`config.mk`:
```
export PLATFORM = sky130hd
export DESIGN_NAME = dhcp_reply_parser
export DESIGN_NICKNAME = d
export VERILOG_FILES = /design/src/dhrp_pkg.sv /design/src/dhrp_walk.sv /design/src/dhcp_reply_parser.sv
export SDC_FILE = /design/constraint.sdc
export NUM_CORES = 1
export LEC_CHECK = 0
export BUFFER_PORTS_ARGS = -buffer_cell sky130_fd_sc_hd__buf_4
export CELL_PAD_IN_SITES_DETAIL_PLACEMENT = 0
export CELL_PAD_IN_SITES_GLOBAL_PLACEMENT = 1
export CORE_MARGIN = 2
export CORE_UTILIZATION = 42
export DETAILED_ROUTE_END_ITERATION = 7
export PLACE_DENSITY = 0.76
export SLEW_MARGIN = 20
export SYNTH_ARGS = -nofsm -noshare
export SYNTH_HDL_FRONTEND = slang
export SYNTH_SLANG_ARGS = --single-unit
```
`constraint.sdc`:
```
create_clock -name i_clk -period 3.9 [get_ports i_clk]
set_input_delay 0.78 -clock i_clk [delete_from_list [all_inputs] [get_ports i_clk]]
set_output_delay 0.78 -clock i_clk [all_outputs]
set_load 0.01 [all_outputs]
```
`src/dhrp_pkg.sv`:
```
// Shared types and constants for the DHCP reply parser.
// Holds the packet layout offsets, option codes, status codes and the option walker state.
// No dependencies.
package dhrp_pkg;

    localparam int MAX_PACKET_BYTES = 1024;
    localparam int POS_W = $clog2(MAX_PACKET_BYTES + 1);

    localparam int STATION_W = 48;
    localparam int XID_W = 32;
    localparam int MSG_TYPE_W = 8;
    localparam int CFG_DATA_W = 48;
    localparam int CFG_INDEX_W = 2;

    // Configuration register indexes.
    localparam logic [CFG_INDEX_W-1:0] CFG_STATION  = 2'd0;
    localparam logic [CFG_INDEX_W-1:0] CFG_XID      = 2'd1;
    localparam logic [CFG_INDEX_W-1:0] CFG_MSG_TYPE = 2'd2;

    // Header layout offsets.
    localparam logic [POS_W-1:0] POS_OPCODE       = POS_W'(0);
    localparam logic [POS_W-1:0] POS_XID_FIRST    = POS_W'(4);
    localparam logic [POS_W-1:0] POS_XID_LAST     = POS_W'(7);
    localparam logic [POS_W-1:0] POS_YIADDR_FIRST = POS_W'(16);
    localparam logic [POS_W-1:0] POS_YIADDR_LAST  = POS_W'(19);
    localparam logic [POS_W-1:0] POS_CHADDR_FIRST = POS_W'(28);
    localparam logic [POS_W-1:0] POS_CHADDR_LAST  = POS_W'(33);
    localparam logic [POS_W-1:0] POS_OPTIONS      = POS_W'(240);
    localparam logic [POS_W-1:0] POS_LIMIT        = POS_W'(MAX_PACKET_BYTES);

    localparam logic [7:0] OP_BOOTREPLY = 8'd2;

    // Option codes.
    localparam logic [7:0] OPT_PAD       = 8'd0;
    localparam logic [7:0] OPT_ROUTER    = 8'd3;
    localparam logic [7:0] OPT_MSG_TYPE  = 8'd53;
    localparam logic [7:0] OPT_SERVER_ID = 8'd54;
    localparam logic [7:0] OPT_END       = 8'd255;

    localparam logic [2:0] ADDR_BYTES = 3'd4;

    // Header error flag bits.
    localparam int HDR_ADDR = 0;
    localparam int HDR_OP   = 1;
    localparam int HDR_XID  = 2;

    typedef enum logic [2:0] {
        ST_OK        = 3'd0,
        ST_TOO_SHORT = 3'd1,
        ST_ADDR      = 3'd2,
        ST_NOT_REPLY = 3'd3,
        ST_XID       = 3'd4,
        ST_TYPE      = 3'd5
    } t_status;

    typedef enum logic [1:0] {
        PH_CODE  = 2'd0,
        PH_LEN   = 2'd1,
        PH_VALUE = 2'd2
    } t_phase;

    typedef struct packed {
        t_phase      phase;
        logic [7:0]  code;
        logic [7:0]  left;
        logic [31:0] shift;
        logic [2:0]  count;
        logic [31:0] server;
        logic [31:0] gateway;
        logic        server_found;
        logic        gateway_found;
        logic        done;
        logic        type_err;
    } t_walk_state;

endpackage

```
`src/dhrp_walk.sv`:
```
// Option walker next-state logic for the DHCP reply parser.
// Steps the code/length/value walk by one byte; depends on dhrp_pkg.
module dhrp_walk (
    input  logic                    i_enable,
    input  logic [7:0]              i_byte,
    input  logic [7:0]              i_exp_type,
    input  dhrp_pkg::t_walk_state   i_state,
    output dhrp_pkg::t_walk_state   o_state
);
    import dhrp_pkg::*;

    t_walk_state n_st;
    logic        n_finish;
    logic [1:0]  n_first_sel;
    logic [7:0]  n_first;

    always_comb begin
        n_st = i_state;
        n_finish = 1'b0;
        if (i_enable && !i_state.done) begin
            case (i_state.phase)
                PH_CODE: begin
                    if (i_byte == OPT_END) begin
                        n_st.done = 1'b1;
                    end else if (i_byte != OPT_PAD) begin
                        n_st.code = i_byte;
                        n_st.phase = PH_LEN;
                    end
                end
                PH_LEN: begin
                    n_st.left = i_byte;
                    n_st.count = 3'd0;
                    n_st.shift = '0;
                    if (i_byte == 8'd0) begin
                        n_finish = 1'b1;
                    end else begin
                        n_st.phase = PH_VALUE;
                    end
                end
                PH_VALUE: begin
                    // Only the first four value bytes are kept.
                    if (i_state.count < ADDR_BYTES) begin
                        n_st.shift = {i_state.shift[23:0], i_byte};
                        n_st.count = i_state.count + 3'd1;
                    end
                    n_st.left = i_state.left - 8'd1;
                    if (n_st.left == 8'd0) begin
                        n_finish = 1'b1;
                    end
                end
                default: begin
                    n_st.phase = PH_CODE;
                end
            endcase
        end

        // The first value byte sits count-1 bytes up from the bottom.
        n_first_sel = 2'(n_st.count - 3'd1);
        n_first = n_st.shift[{n_first_sel, 3'b000} +: 8];

        if (n_finish) begin
            n_st.phase = PH_CODE;
            if (n_st.code == OPT_ROUTER && n_st.count == ADDR_BYTES) begin
                n_st.gateway = n_st.shift;
                n_st.gateway_found = 1'b1;
            end else if (n_st.code == OPT_SERVER_ID && n_st.count == ADDR_BYTES) begin
                n_st.server = n_st.shift;
                n_st.server_found = 1'b1;
            end else if (n_st.code == OPT_MSG_TYPE && n_st.count != 3'd0) begin
                if (n_first != i_exp_type) begin
                    n_st.type_err = 1'b1;
                    n_st.done = 1'b1;
                end
            end
        end
    end

    assign o_state = n_st;

endmodule

```
`src/dhcp_reply_parser.sv`:
```
// Top level of the DHCP reply parser: input register, header checks and result register.
// Depends on dhrp_pkg and dhrp_walk.
//
// The parser takes one byte of a received DHCP/BOOTP reply per request and can accept a
// new byte every cycle unless the input is stalled; each byte passes through one input
// register and the combinational header and option logic, and the result of the last
// byte is registered. Exactly one result is given per packet, for the byte that has
// the last-byte mark set. Bytes beyond the packet limit are ignored, though the mark still
// ends the packet. The input stalls only when a result is waiting and the downstream side
// stalls it. Configuration must be written while no packet is in progress.
module dhcp_reply_parser (
    input  logic                                  i_clk,
    input  logic                                  i_rst_n,
    input  logic                                  i_cfg_valid,
    output logic                                  o_cfg_ready,
    input  logic [dhrp_pkg::CFG_INDEX_W-1:0]      i_cfg_index,
    input  logic [dhrp_pkg::CFG_DATA_W-1:0]       i_cfg_data,
    input  logic                                  i_in_valid,
    output logic                                  o_in_stall,
    input  logic [7:0]                            i_data_byte,
    input  logic                                  i_last_byte,
    output logic                                  o_out_valid,
    input  logic                                  i_out_stall,
    output dhrp_pkg::t_status                     o_status,
    output logic [31:0]                           o_assigned_address,
    output logic [31:0]                           o_server_address,
    output logic                                  o_server_valid,
    output logic [31:0]                           o_gateway_address,
    output logic                                  o_gateway_valid
);
    import dhrp_pkg::*;

    logic [STATION_W-1:0]  r_station;
    logic [XID_W-1:0]      r_xid;
    logic [MSG_TYPE_W-1:0] r_exp_type;

    logic       r_in_valid;
    logic [7:0] r_in_byte;
    logic       r_in_last;

    logic [POS_W-1:0] r_pos;
    logic [POS_W-1:0] n_pos;
    logic [2:0]       r_hdr;
    logic [2:0]       n_hdr;
    logic [31:0]      r_offer;
    logic [31:0]      n_offer;
    t_walk_state      r_walk;
    t_walk_state      n_walk;
    t_walk_state      n_walk_clr;

    logic       w_fire;
    logic       w_step;
    logic       w_walk_en;
    logic       w_out_take;
    logic [1:0] w_xid_sel;
    logic [2:0] w_sta_sel;
    t_status    n_status;

    assign o_cfg_ready = 1'b1;

    always_ff @(posedge i_clk) begin
        if (!i_rst_n) begin
            r_station  <= '0;
            r_xid      <= XID_W'(1);
            r_exp_type <= MSG_TYPE_W'(2);
        end else if (i_cfg_valid && o_cfg_ready) begin
            case (i_cfg_index)
                CFG_STATION:  r_station  <= i_cfg_data;
                CFG_XID:      r_xid      <= i_cfg_data[XID_W-1:0];
                CFG_MSG_TYPE: r_exp_type <= i_cfg_data[MSG_TYPE_W-1:0];
                default: begin
                end
            endcase
        end
    end

    // A byte without the mark never produces a result, so it can always move on.
    assign w_out_take = o_out_valid && !i_out_stall;
    assign w_fire = r_in_valid && (!r_in_last || !o_out_valid || !i_out_stall);
    assign o_in_stall = r_in_valid && !w_fire;

    always_ff @(posedge i_clk) begin
        if (!i_rst_n) begin
            r_in_valid <= 1'b0;
        end else if (!o_in_stall) begin
            r_in_valid <= i_in_valid;
        end
    end

    always_ff @(posedge i_clk) begin
        if (i_in_valid && !o_in_stall) begin
            r_in_byte <= i_data_byte;
            r_in_last <= i_last_byte;
        end
    end

    assign w_step = r_pos < POS_LIMIT;
    assign w_walk_en = w_step && (r_pos >= POS_OPTIONS);
    assign w_xid_sel = 2'(POS_XID_LAST - r_pos);
    assign w_sta_sel = 3'(POS_CHADDR_LAST - r_pos);

    always_comb begin
        n_pos = r_pos;
        n_hdr = r_hdr;
        n_offer = r_offer;
        if (w_step) begin
            n_pos = r_pos + POS_W'(1);
            if (r_pos == POS_OPCODE && r_in_byte != OP_BOOTREPLY) begin
                n_hdr[HDR_OP] = 1'b1;
            end
            if (r_pos >= POS_XID_FIRST && r_pos <= POS_XID_LAST
                    && r_in_byte != r_xid[{w_xid_sel, 3'b000} +: 8]) begin
                n_hdr[HDR_XID] = 1'b1;
            end
            if (r_pos >= POS_YIADDR_FIRST && r_pos <= POS_YIADDR_LAST) begin
                n_offer = {r_offer[23:0], r_in_byte};
            end
            if (r_pos >= POS_CHADDR_FIRST && r_pos <= POS_CHADDR_LAST
                    && r_in_byte != r_station[{w_sta_sel, 3'b000} +: 8]) begin
                n_hdr[HDR_ADDR] = 1'b1;
            end
        end
    end

    dhrp_walk u_walk (
        .i_enable   (w_walk_en),
        .i_byte     (r_in_byte),
        .i_exp_type (r_exp_type),
        .i_state    (r_walk),
        .o_state    (n_walk)
    );

    // Per-packet walk state returns to its start; the committed addresses are kept.
    always_comb begin
        n_walk_clr = '0;
        n_walk_clr.phase = PH_CODE;
        n_walk_clr.server = n_walk.server;
        n_walk_clr.gateway = n_walk.gateway;
    end

    always_comb begin
        if (n_pos < POS_OPTIONS) begin
            n_status = ST_TOO_SHORT;
        end else if (n_hdr[HDR_ADDR]) begin
            n_status = ST_ADDR;
        end else if (n_hdr[HDR_OP]) begin
            n_status = ST_NOT_REPLY;
        end else if (n_hdr[HDR_XID]) begin
            n_status = ST_XID;
        end else if (n_walk.type_err) begin
            n_status = ST_TYPE;
        end else begin
            n_status = ST_OK;
        end
    end

    always_ff @(posedge i_clk) begin
        if (!i_rst_n) begin
            r_pos   <= '0;
            r_hdr   <= '0;
            r_offer <= '0;
            r_walk  <= '0;
        end else if (w_fire) begin
            if (r_in_last) begin
                r_pos   <= '0;
                r_hdr   <= '0;
                r_offer <= '0;
                r_walk  <= n_walk_clr;
            end else begin
                r_pos   <= n_pos;
                r_hdr   <= n_hdr;
                r_offer <= n_offer;
                r_walk  <= n_walk;
            end
        end
    end

    always_ff @(posedge i_clk) begin
        if (!i_rst_n) begin
            o_out_valid <= 1'b0;
        end else if (w_fire && r_in_last) begin
            o_out_valid <= 1'b1;
        end else if (w_out_take) begin
            o_out_valid <= 1'b0;
        end
    end

    always_ff @(posedge i_clk) begin
        if (w_fire && r_in_last) begin
            o_status <= n_status;
            if (n_status == ST_OK) begin
                o_assigned_address <= n_offer;
                o_server_address   <= n_walk.server;
                o_server_valid     <= n_walk.server_found;
                o_gateway_address  <= n_walk.gateway;
                o_gateway_valid    <= n_walk.gateway_found;
            end else begin
                o_assigned_address <= '0;
                o_server_address   <= '0;
                o_server_valid     <= 1'b0;
                o_gateway_address  <= '0;
                o_gateway_valid    <= 1'b0;
            end
        end
    end

    a_pos_bounded: assert property (@(posedge i_clk) disable iff (!i_rst_n)
        r_pos <= POS_LIMIT)
        else $error("byte position ran past the packet limit");

    a_last_clears: assert property (@(posedge i_clk) disable iff (!i_rst_n)
        (w_fire && r_in_last) |=> (r_pos == '0 && r_hdr == '0 && !r_walk.done))
        else $error("packet state not cleared after the last byte");

    a_error_zeroes: assert property (@(posedge i_clk) disable iff (!i_rst_n)
        (o_out_valid && o_status != ST_OK) |->
            (o_assigned_address == '0 && !o_server_valid && !o_gateway_valid))
        else $error("error result carries address data");

    a_count_bounded: assert property (@(posedge i_clk) disable iff (!i_rst_n)
        r_walk.count <= ADDR_BYTES)
        else $error("option value count exceeded four bytes");

    a_result_held: assert property (@(posedge i_clk) disable iff (!i_rst_n)
        (r_in_valid && r_in_last && o_out_valid && i_out_stall) |=> r_in_valid)
        else $error("last byte dropped while the result was stalled");

endmodule
```
==> flow_metrics.tcl, run 1 <==
set metrics [dict create \
    status "finished clean" \
    crit_slowest_cell "or4b_4" \
    crit_type "flop to flop" \
    firstDrtPassIters 5 \
    fin_area_um2 21440 \
    io_buffers 166 \
    detail_route.vias_per_cell 5.503 \
    ff2ff_setup_slack_ns 0.21 \
    start_kind "flop" \
    syn_avg_cell_area_um2 9.858 \
    cts_hold_buf 0 \
    cp_common_cell "a21oi_1" \
    dpl.cell_count 2458 \
    cts_sinks 367 \
    ir_drop_mv 0.2407 \
    ys_seq_elements 367 \
    grt_pass1_vias 13590 \
    fin_worst_skew_ns 0.02217 \
    root_buffer "clkbuf_16" \
    slowest_delay_ns 0.55 \
    synth_nets 1888 \
    syn_to_final_growth_pct 20.11 \
    first_iter_violations 881 \
    grt_first_pass_wirelength_mm 78.31 \
    power_density_nw_per_um2 389.5 \
    grt_setup_unrepaired "no" \
    ys.flop_type "dfxtp_1" \
    grt_max_degree 248 \
    worstPathCellList "inv_1 -> ha_1 -> or3b_1 -> a21oi_1 -> a21oi_1 -> or4b_4 -> nor4_2 -> and2_2 -> buf_12 -> mux2i_1 -> nor3_2" \
    dp_hpwl_mm 34.03 \
    critPathBufInv 2 \
    report.final.slew_viol_count 0 \
    yosysSeqAreaShare_pct 47.32 \
    final_common_cell "nand2_1" \
    num_io_pins 168 \
    cts_tree "built" \
    setup_viol 0 \
    period_needed_ns 3.693 \
    post_drt_wl_per_cell_um 19.66 \
    core_um2 41950 \
    ys_async_sr_fraction_pct 0 \
    relSlewSlack_pct 30.38 \
    syn_inst 1811 \
    critPathMaxFanout 29 \
    die_y_um 210.2 \
    n_antenna_cell 0 \
    postRouteAntennaNets 0 \
    syn_area_um2 17850 \
    grt_overflow_total 0 \
    max_slew.worst_pin.slew_ns 1.044 \
    min_path_type "input port to flop" \
    cts_max_path_buffers 3 \
    initial_core_util_pct 42.56 \
    die_x_um 210.2 \
    max_clock_freq_mhz 270.8 \
    final_cell_mix "nand2_1, dfxtp_1, buf_4" \
    row_count 75 \
    wirelength_mm 49.87 \
    setup-tns-final_ns 0 \
    clk_latency_ns 0.57 \
    critPathArrivalTime_ns 4.00 \
    die_area_um2 44170 \
    htreeDepth 2 \
    leakage_nw 7.051 \
    maxCapViolations 0 \
    via_count 13960 \
    critical_path.top_delay_family "simple AND/OR/NAND/NOR gates" \
    nNetsFinal 2042 \
    finalPower_mw 8.352 \
    route.detailed.drc 0 \
    fin_crit_sh_pct 94.69 \
    path_clk_slew_ns 0.06 \
    gp_congestion 0.9142 \
    place_area_um2 20030 \
    endpoint_kind "flop" \
    layout-drive-gt1-share_pct 22.52 \
    antenna_found_initial 0 \
    cts_buffers 42 \
    synth-edff-count 110 \
    final_util_pct 51.12 \
    grt_usage_pct 22.42 \
    critPathRequiredTime_ns 4.21 \
    ys_warn_count 0 \
    synthDistinctLibCells 83 \
    instances_no_fill 2537 \
    hold_violations 0 \
]
state kept, by name, summed over array words and instances, names as in the netlist, 11 cells and up:
register and cells:
r_walk 121, r_station 48, o_assigned_address 32, o_gateway_address 32, o_server_address 32, r_offer 32
r_xid 32, r_pos 11
final timing paths:
kind,from,endpoint,depth (start not counted)
setup / recovery,r_walk[119],o_gateway_address[0],11
hold reg to reg,r_walk[48],r_walk[48],2
setup reg to reg,r_walk[119],o_gateway_address[0],11
hold / removal,i_data_byte[2],r_in_byte[2],1
layer usage:
layer  up-vias  track usage [%]  wire length [um]
li1       6768                -                 -
met1      6736            29.97             22330
met2       379            37.84             23930
met3        77            3.501              2461
met4         0            6.016              1146
met5         -                0                 0
final cells by class:
class                      count  area [um^2]
fill                        3769        20500
inverter                      28        107.6
clock buffer                  59         1186
sequential                   367         8449
multi-input combinational   1263         8642
clock inverter                18        197.7
timing repair buffer         263         2187
tap                          539        674.4
kinds of logic after synthesis:
logic type | count (synthesis) | synth area share (%)
xor gates and xnor gates | 30 | 1.472
and+or+nand+nor | 681 | 20.37
DFF | 367 | 47.32
muxes | 140 | 9.027
other | 1 | 0.02100
buffers and inverters | 181 | 4.520
adders and majority gates | 13 | 0.9111
AOI/OAI and AO/OA | 398 | 16.36
cell usage after synthesis (7+ instances only):
cell	count	area share (%)
a211oi_1	7	0.29
a21boi_0	84	3.5
a21boi_1	65	2.7
a21oi_1	26	0.73
a22o_1	27	1.3
a22oi_1	85	3.6
a31oi_1	12	0.42
and2_1	7	0.25
buf_2	17	0.48
buf_6	11	0.69
clkbuf_1	112	2.4
dfxtp_1	257	29
edfxtp_1	110	19
ha_1	13	0.91
inv_1	28	0.59
mux2i_1	116	6.5
mux4_2	16	2.0
nand2_1	322	6.8
nand2b_1	7	0.25
nand3_1	17	0.48
nand4_1	9	0.32
nor2_1	50	1.1
nor2b_1	100	3.5
nor3_1	44	1.2
nor3_2	80	4.5
nor4_1	7	0.25
o21ai_0	31	0.87
o22ai_1	9	0.32
xnor2_1	17	0.83
xor2_1	13	0.64
power by group:
group	switching (mW)	leakage (nW)	total (mW)	internal (mW)
clock	1.61	0.666	3.94	2.33
combinational	0.217	3.21	0.388	0.171
sequential	0.0445	3.17	4.02	3.98
through the flow:
stage | setup WS, ns | hold slack, ns
floorplan | 0.1722 | 0.4301
global placement | 0.2351 | 0.4364
detailed placement | 0.1169 | 0.4418
CTS | 0.1181 | 0.3671
global route | 0.01182 | 0.3740
finish | 0.2072 | 0.3975
repair_timing:
| item | 4_1_cts | 5_1_grt |
|---|---|---|
| resized for setup | 0 | 2 |
| endpoints found under the setup margin | 0 | 99 |
| buffers inserted | 0 | 2 |
Power figures use the tool's default switching activity.
==> run 2, diff against run 1 <==
Settings changed: CORE_UTILIZATION 42 to 41, PLACE_DENSITY 0.76 to 0.75.
==> run 2 against run 1 <==
Compared with the run above:
- clock power is 8.9% lower
- first-iteration DRC count increased by 9.8%
- global-route usage decreased by 0.21 points
- clock skew down 0.012 ns
- wire length is 0.93% higher
==> flow_metrics.tcl, run 2 (same netlist as run 1, synthesis figures left out) <==
set metrics [dict create \
    fin_ws_ns 0.1852 \
    firstDrtPassIters 6 \
    antenna_found_initial 1 \
    critPathRequiredTime_ns 4.21 \
    grt_overflow_total 0 \
    first_iter_violations 967 \
    wirelength_mm 50.34 \
    crit_type "flop to flop" \
    leakage_nw 6.998 \
    grt_pass1_vias 13680 \
    via_count 14120 \
    report.final.slew_viol_count 0 \
    core_um2 42980 \
    die_x_um 212.7 \
    max_clock_freq_mhz 269.2 \
    setup_viol 0 \
    top_regs "r_walk x121, r_station x48" \
    cts_max_path_buffers 3 \
    gp_congestion 0.8884 \
    path_clk_slew_ns 0.06 \
    endpoint_kind "flop" \
    cts_sinks 367 \
    cts_buffers 41 \
    layout-drive-gt1-share_pct 22.23 \
    status "finished clean" \
    initial_core_util_pct 41.54 \
    period_needed_ns 3.715 \
    dp_hpwl_mm 34.86 \
    grt_max_degree 250 \
    place_ws_ns 0.1353 \
    min_path_type "input port to flop" \
    nNetsFinal 2047 \
    route.detailed.drc 0 \
    die_area_um2 45230 \
    row_count 76 \
    ir_drop_mv 0.2694 \
    hold_violations 0 \
    start_kind "flop" \
    max_slew.worst_pin.slew_ns 1.075 \
    n_antenna_cell 0 \
    final_common_cell "nand2_1" \
    syn_to_final_growth_pct 19.88 \
    critPathArrivalTime_ns 4.02 \
    num_io_pins 168 \
    fin_worst_skew_ns 0.01045 \
    detail_route.vias_per_cell 5.458 \
    die_y_um 212.7 \
    grt_usage_pct 22.21 \
    post_drt_wl_per_cell_um 19.46 \
    finalPower_mw 8.003 \
    root_buffer "clkbuf_16" \
    power_density_nw_per_um2 373.9 \
    io_buffers 166 \
    postRouteAntennaNets 0 \
    relSlewSlack_pct 28.31 \
    regMostFlops "r_walk" \
    largest_reg_flops 121 \
    htreeDepth 2 \
    maxCapViolations 0 \
    cts_tree "built" \
    clk_latency_ns 0.56 \
    fin_crit_sh_pct 95.25 \
    critPathMaxFanout 17 \
    final_cell_mix "nand2_1, dfxtp_1, buf_4" \
    grt_first_pass_wirelength_mm 78.32 \
]
run 2: cell count changes in the layout (fill, tap and decap cells not counted), sizes merged:
cell	delta
buf	+6
bufinv	-2
clkinvlp	-3
clkbuf	+9
clkinv	-8
inv	+2
run 2: worst max-delay path, stage by stage, from the launching register on:
cell and delay [ns]:
dfxtp_1 0.36, inv_1 0.07, ha_1 0.33, or3b_1 0.49
a221oi_4 0.35, a2bb2oi_1 0.18, o221ai_1 0.21, a2111oi_1 0.44
o22ai_1 0.16, o2111a_4 0.44, buf_4 0.20, o31a_1 0.22
run 2: area by class of cell:
type	instances	area, um^2
fillers	4044	21580
inverters	28	107.6
repair buffers	269	2232
clock buffers	68	1137
flip-flops and latches	367	8452
multi-input cells	1263	8670
well taps	585	732.0
clock inverters	7	71.32
run 2: metal layers:
metal / routed length, um / track usage (%) / part of all wire [%] / up-vias
met4: 2061 / 10.08 / 4.1 / 2
met5: 9 / 0 / 0.018 / -
met2: 23330 / 35.40 / 46 / 387
li1: - / - / - / 6765
met1: 22650 / 29.99 / 45 / 6855
met3: 2288 / 3.133 / 4.5 / 111
run 2: where the power goes:
part	total, mW	internal, mW	switching [mW]
Clock	3.59	2.06	1.53
Combinational	0.394	0.173	0.221
Sequential	4.02	3.98	0.0420
Total	8.00	6.21	1.80
run 2: worst paths after layout:
path / slack, ns / start / end / cells after the start
setup / recovery: 0.19 / r_walk[119] / o_status[2] / 11
hold reg to reg: 0.45 / r_walk[66] / r_walk[66] / 2
setup reg to reg: 0.19 / r_walk[119] / o_status[2] / 11
hold / removal: 0.40 / i_data_byte[7] / r_in_byte[7] / 1
run 2: metrics by stage:
step                      std cells  instance area, um^2  util (%)  TNS [ns]  hold slack, ns
after floorplan                1811                17850         -         0          0.4301
after global placement         2511                20140     46.85         0          0.4365
after detailed placement       2511                20140     46.85         0          0.4408
after CTS                      2586                21350     49.67         0          0.3782
after global routing           2587                21400     49.79   -0.1876          0.3794
final                          2587                21400     49.79         0          0.4025
run 2: timing repair:
action	in CTS	in global routing
setup endpoints to repair	0	124
hold buffers	0	0
resized for setup	0	8
buffers inserted	0	1
==> run 3, diff against run 2 <==
Settings changed: ABC_AREA set to 1, CORE_UTILIZATION 41 to 39, PLACE_DENSITY 0.75 to 0.76.
==> run 3 against run 2 <==
Compared with the run above:
- sequential power is 2% higher
- critical endpoint is now o_server_address[23]
- register-to-register slack better by 0.17 ns
- largest cell class is now flip-flops and latches
- hold slack worse by 0.025 ns
- clock power up 25%
- core utilization fell by 3.1 points
- synthesized cell count up 38%
- design area grew 1.2%
- largest power group is now clock
- first-iteration DRC count increased by 17%
- global-route usage shrank 0.51 points
- fmax is 4.8% higher
- count of clock-buffer cells in the layout is 13 lower
- clock skew increased by 0.017 ns
==> flow_metrics.tcl, run 3 <==
set metrics [dict create \
    yosysSeqAreaShare_pct 46.37 \
    cts_tree "built" \
    synth_compound_area_share_pct 15.04 \
    endpoint_kind "flop" \
    die_area_um2 48460 \
    syn_to_final_growth_pct 18.85 \
    p_sw_mw 2.174 \
    postRouteAntennaNets 0 \
    synthSimpleGateAreaFrac_pct 25.47 \
    num_io_pins 168 \
    ir_drop_mv 0.2742 \
    synth_top_family_by_area "simple AND/OR/NAND/NOR gates" \
    layout-drive-gt1-share_pct 13.39 \
    syn_inst 2503 \
    dp_hpwl_mm 36.01 \
    ys_async_sr_fraction_pct 0 \
    initial_core_util_pct 39.30 \
    gp_congestion 0.8584 \
    largest_reg_flops 121 \
    status "finished clean" \
    min_path_type "input port to flop" \
    fin_crit_sh_pct 90.88 \
    synthMuxAreaShare_pct 0 \
    p_int_mw 7.143 \
    netlist.area_leader.share_pct 28.24 \
    wirelength_mm 52.75 \
    start_kind "flop" \
    grt_max_degree 138 \
    fill_cells 4649 \
    setup-tns-final_ns 0 \
    instances_no_fill 3250 \
    root_buffer "clkbuf_16" \
    regMostFlops "r_walk" \
    max_slew.worst_pin.slew_ns 1.043 \
    combPwrFrac_pct 7.8 \
    grt_overflow_total 0 \
    crit_type "flop to flop" \
    io_buffers 166 \
    clk_latency_ns 0.58 \
    path_clk_slew_ns 0.06 \
    report.final.slew_viol_count 0 \
    hold_violations 0 \
    detail_route.vias_per_cell 5.038 \
    post_drt_wl_per_cell_um 16.23 \
    cts_max_path_buffers 3 \
    maxCapViolations 0 \
    ys_warn_count 0 \
    syn_avg_cell_area_um2 7.278 \
    switching_share_pct 23.33 \
    grt_first_pass_wirelength_mm 83.52 \
    n_antenna_cell 0 \
    grt_pass1_vias 15120 \
    antenna_found_initial 0 \
    syn_area_um2 18220 \
    grt_usage_pct 21.70 \
    via_count 16370 \
    period_needed_ns 3.544 \
    top_regs "r_walk x121, r_station x48" \
    synthAdderAreaFrac_pct 0.8929 \
    cts_buffers 43 \
    htreeDepth 2 \
    final_cell_mix "nand2_1, inv_1, nor2_1, dfxtp_1, buf_4" \
    critPathMaxFanout 47 \
    critPathArrivalTime_ns 3.83 \
    relSlewSlack_pct 29.95 \
    synth_xor_area_share_pct 1.346 \
    synth-edff-count 110 \
    row_count 79 \
    synth_common_cells "nand2_1, inv_1, nor2_1" \
    dpl.cell_count 3168 \
    firstDrtPassIters 5 \
    final_common_cell "nand2_1" \
    cts_hold_buf 0 \
    power_density_nw_per_um2 430.3 \
    grt_setup_unrepaired "no" \
    core_um2 46360 \
    pwr-share-clk_pct 48.1 \
    fin_worst_skew_ns 0.02757 \
    leakage_nw 9.848 \
    nNetsFinal 2687 \
    ys_seq_elements 367 \
    synthDistinctLibCells 49 \
    synth_nets 2580 \
    die_x_um 220.1 \
    first_iter_violations 1136 \
    max_clock_freq_mhz 282.2 \
    route.detailed.drc 0 \
    synth_area_leaders "dfxtp_1, edfxtp_1, nand2_1, inv_1, o21ai_0" \
    cts_sinks 367 \
    die_y_um 220.1 \
    setup_viol 0 \
    synth.most_common_cell "nand2_1" \
    ys.flop_type "dfxtp_1" \
    p_seq_share_pct 44.1 \
    yosysTopAreaCell "dfxtp_1" \
    critPathRequiredTime_ns 4.18 \
]
[run 3: cell count changes after synthesis, sizes merged, moves of 116 or more]
cell / change
a21boi: -149
nand2: +337
mux2i: -116
nor2: +214
o21ai: +224
inv: +313
[run 3: path summary, 6_finish.rpt]
check	from	end	slack, ns	cells past startpoint
worst max-delay path	r_walk[119]	o_server_address[23]	0.36	25
worst min-delay path	i_data_byte[4]	r_in_byte[4]	0.38	1
worst max register to register	r_walk[119]	o_server_address[23]	0.36	25
worst min register to register	r_xid[0]	r_xid[0]	0.47	2
[run 3: metal layers]
metal	track usage, %	up-vias	wire length [um]	share of wire, %
met4	4.922	0	923	1.7
met2	35.16	392	24310	46
met5	0	-	0	0
met3	3.134	71	2740	5.2
met1	30.66	7633	24780	47
li1	-	8277	-	-
[run 3: cell type report]
cell class | instances | area [um^2] | area share [%]
sequential | 367 | 8449 | 39.03
multi-input combinational | 1639 | 7840 | 36.21
timing repair buffer | 217 | 1737 | 8.021
inverter | 342 | 1290 | 5.958
clock buffer | 55 | 1204 | 5.559
tap | 607 | 759.5 | 3.508
clock inverter | 23 | 371.6 | 1.716
[run 3: worst max-delay path, stage by stage (launching register included)]
cell,delay (ns)
dfxtp_1,0.33
inv_1,0.07
ha_1,0.37
nand2_1,0.15
buf_4,0.17
nand2_1,0.07
nand3_1,0.10
nand3_1,0.08
nand2_1,0.14
nand2_1,0.15
nand2_4,0.16
nand2_1,0.08
nand2_1,0.06
nand2_1,0.05
nand2_1,0.06
inv_1,0.04
nand2_1,0.05
nor2_1,0.03
nand2_1,0.12
nand2_1,0.12
nand3_1,0.08
nand2_1,0.08
nor2_4,0.13
buf_12,0.17
buf_12,0.23
nor3_2,0.09
[run 3: what timing repair did]
item	in CTS	in global routing
resized for setup	0	8
setup endpoints to repair	0	90
setup buffers	0	4
[run 3: power by group through the flow]
stage	Combinational, mW	Sequential (mW)	Clock, mW
final	0.726	4.11	4.48
after global routing	0.818	4.12	4.74
after CTS	0.730	4.11	4.57
after detailed placement	0.725	4.19	0
after global placement	0.716	4.19	0
after floorplan	0.458	4.18	0
[run 3: through the flow]
step / hold slack (ns) / setup WS [ns] / power (mW) / util (%) / area (um^2)
finish: 0.3772 / 0.3558 / 9.317 / 46.70 / 21650
global route: 0.3639 / 0.01119 / 9.676 / 46.70 / 21650
CTS: 0.3525 / 0.08775 / 9.412 / 46.54 / 21570
detailed placement: 0.4500 / 0.1247 / 4.916 / 43.14 / 20000
global placement: 0.4513 / 0.2643 / 4.905 / 43.14 / 20000
floorplan: 0.4292 / 0.2804 / 4.639 / - / 18220
[run 3: kinds of logic (layout without fill, tap and decap cells)]
logic type | Yosys count | after routing
AO/OA/AOI/OAI | 490 | 490
XOR/XNOR | 28 | 28
adder cells (fa/ha/maj) | 13 | 13
buffers and inverters | 497 | 637
flip-flops | 367 | 367
other | 1 | 1
AND/OR/NAND/NOR | 1107 | 1107
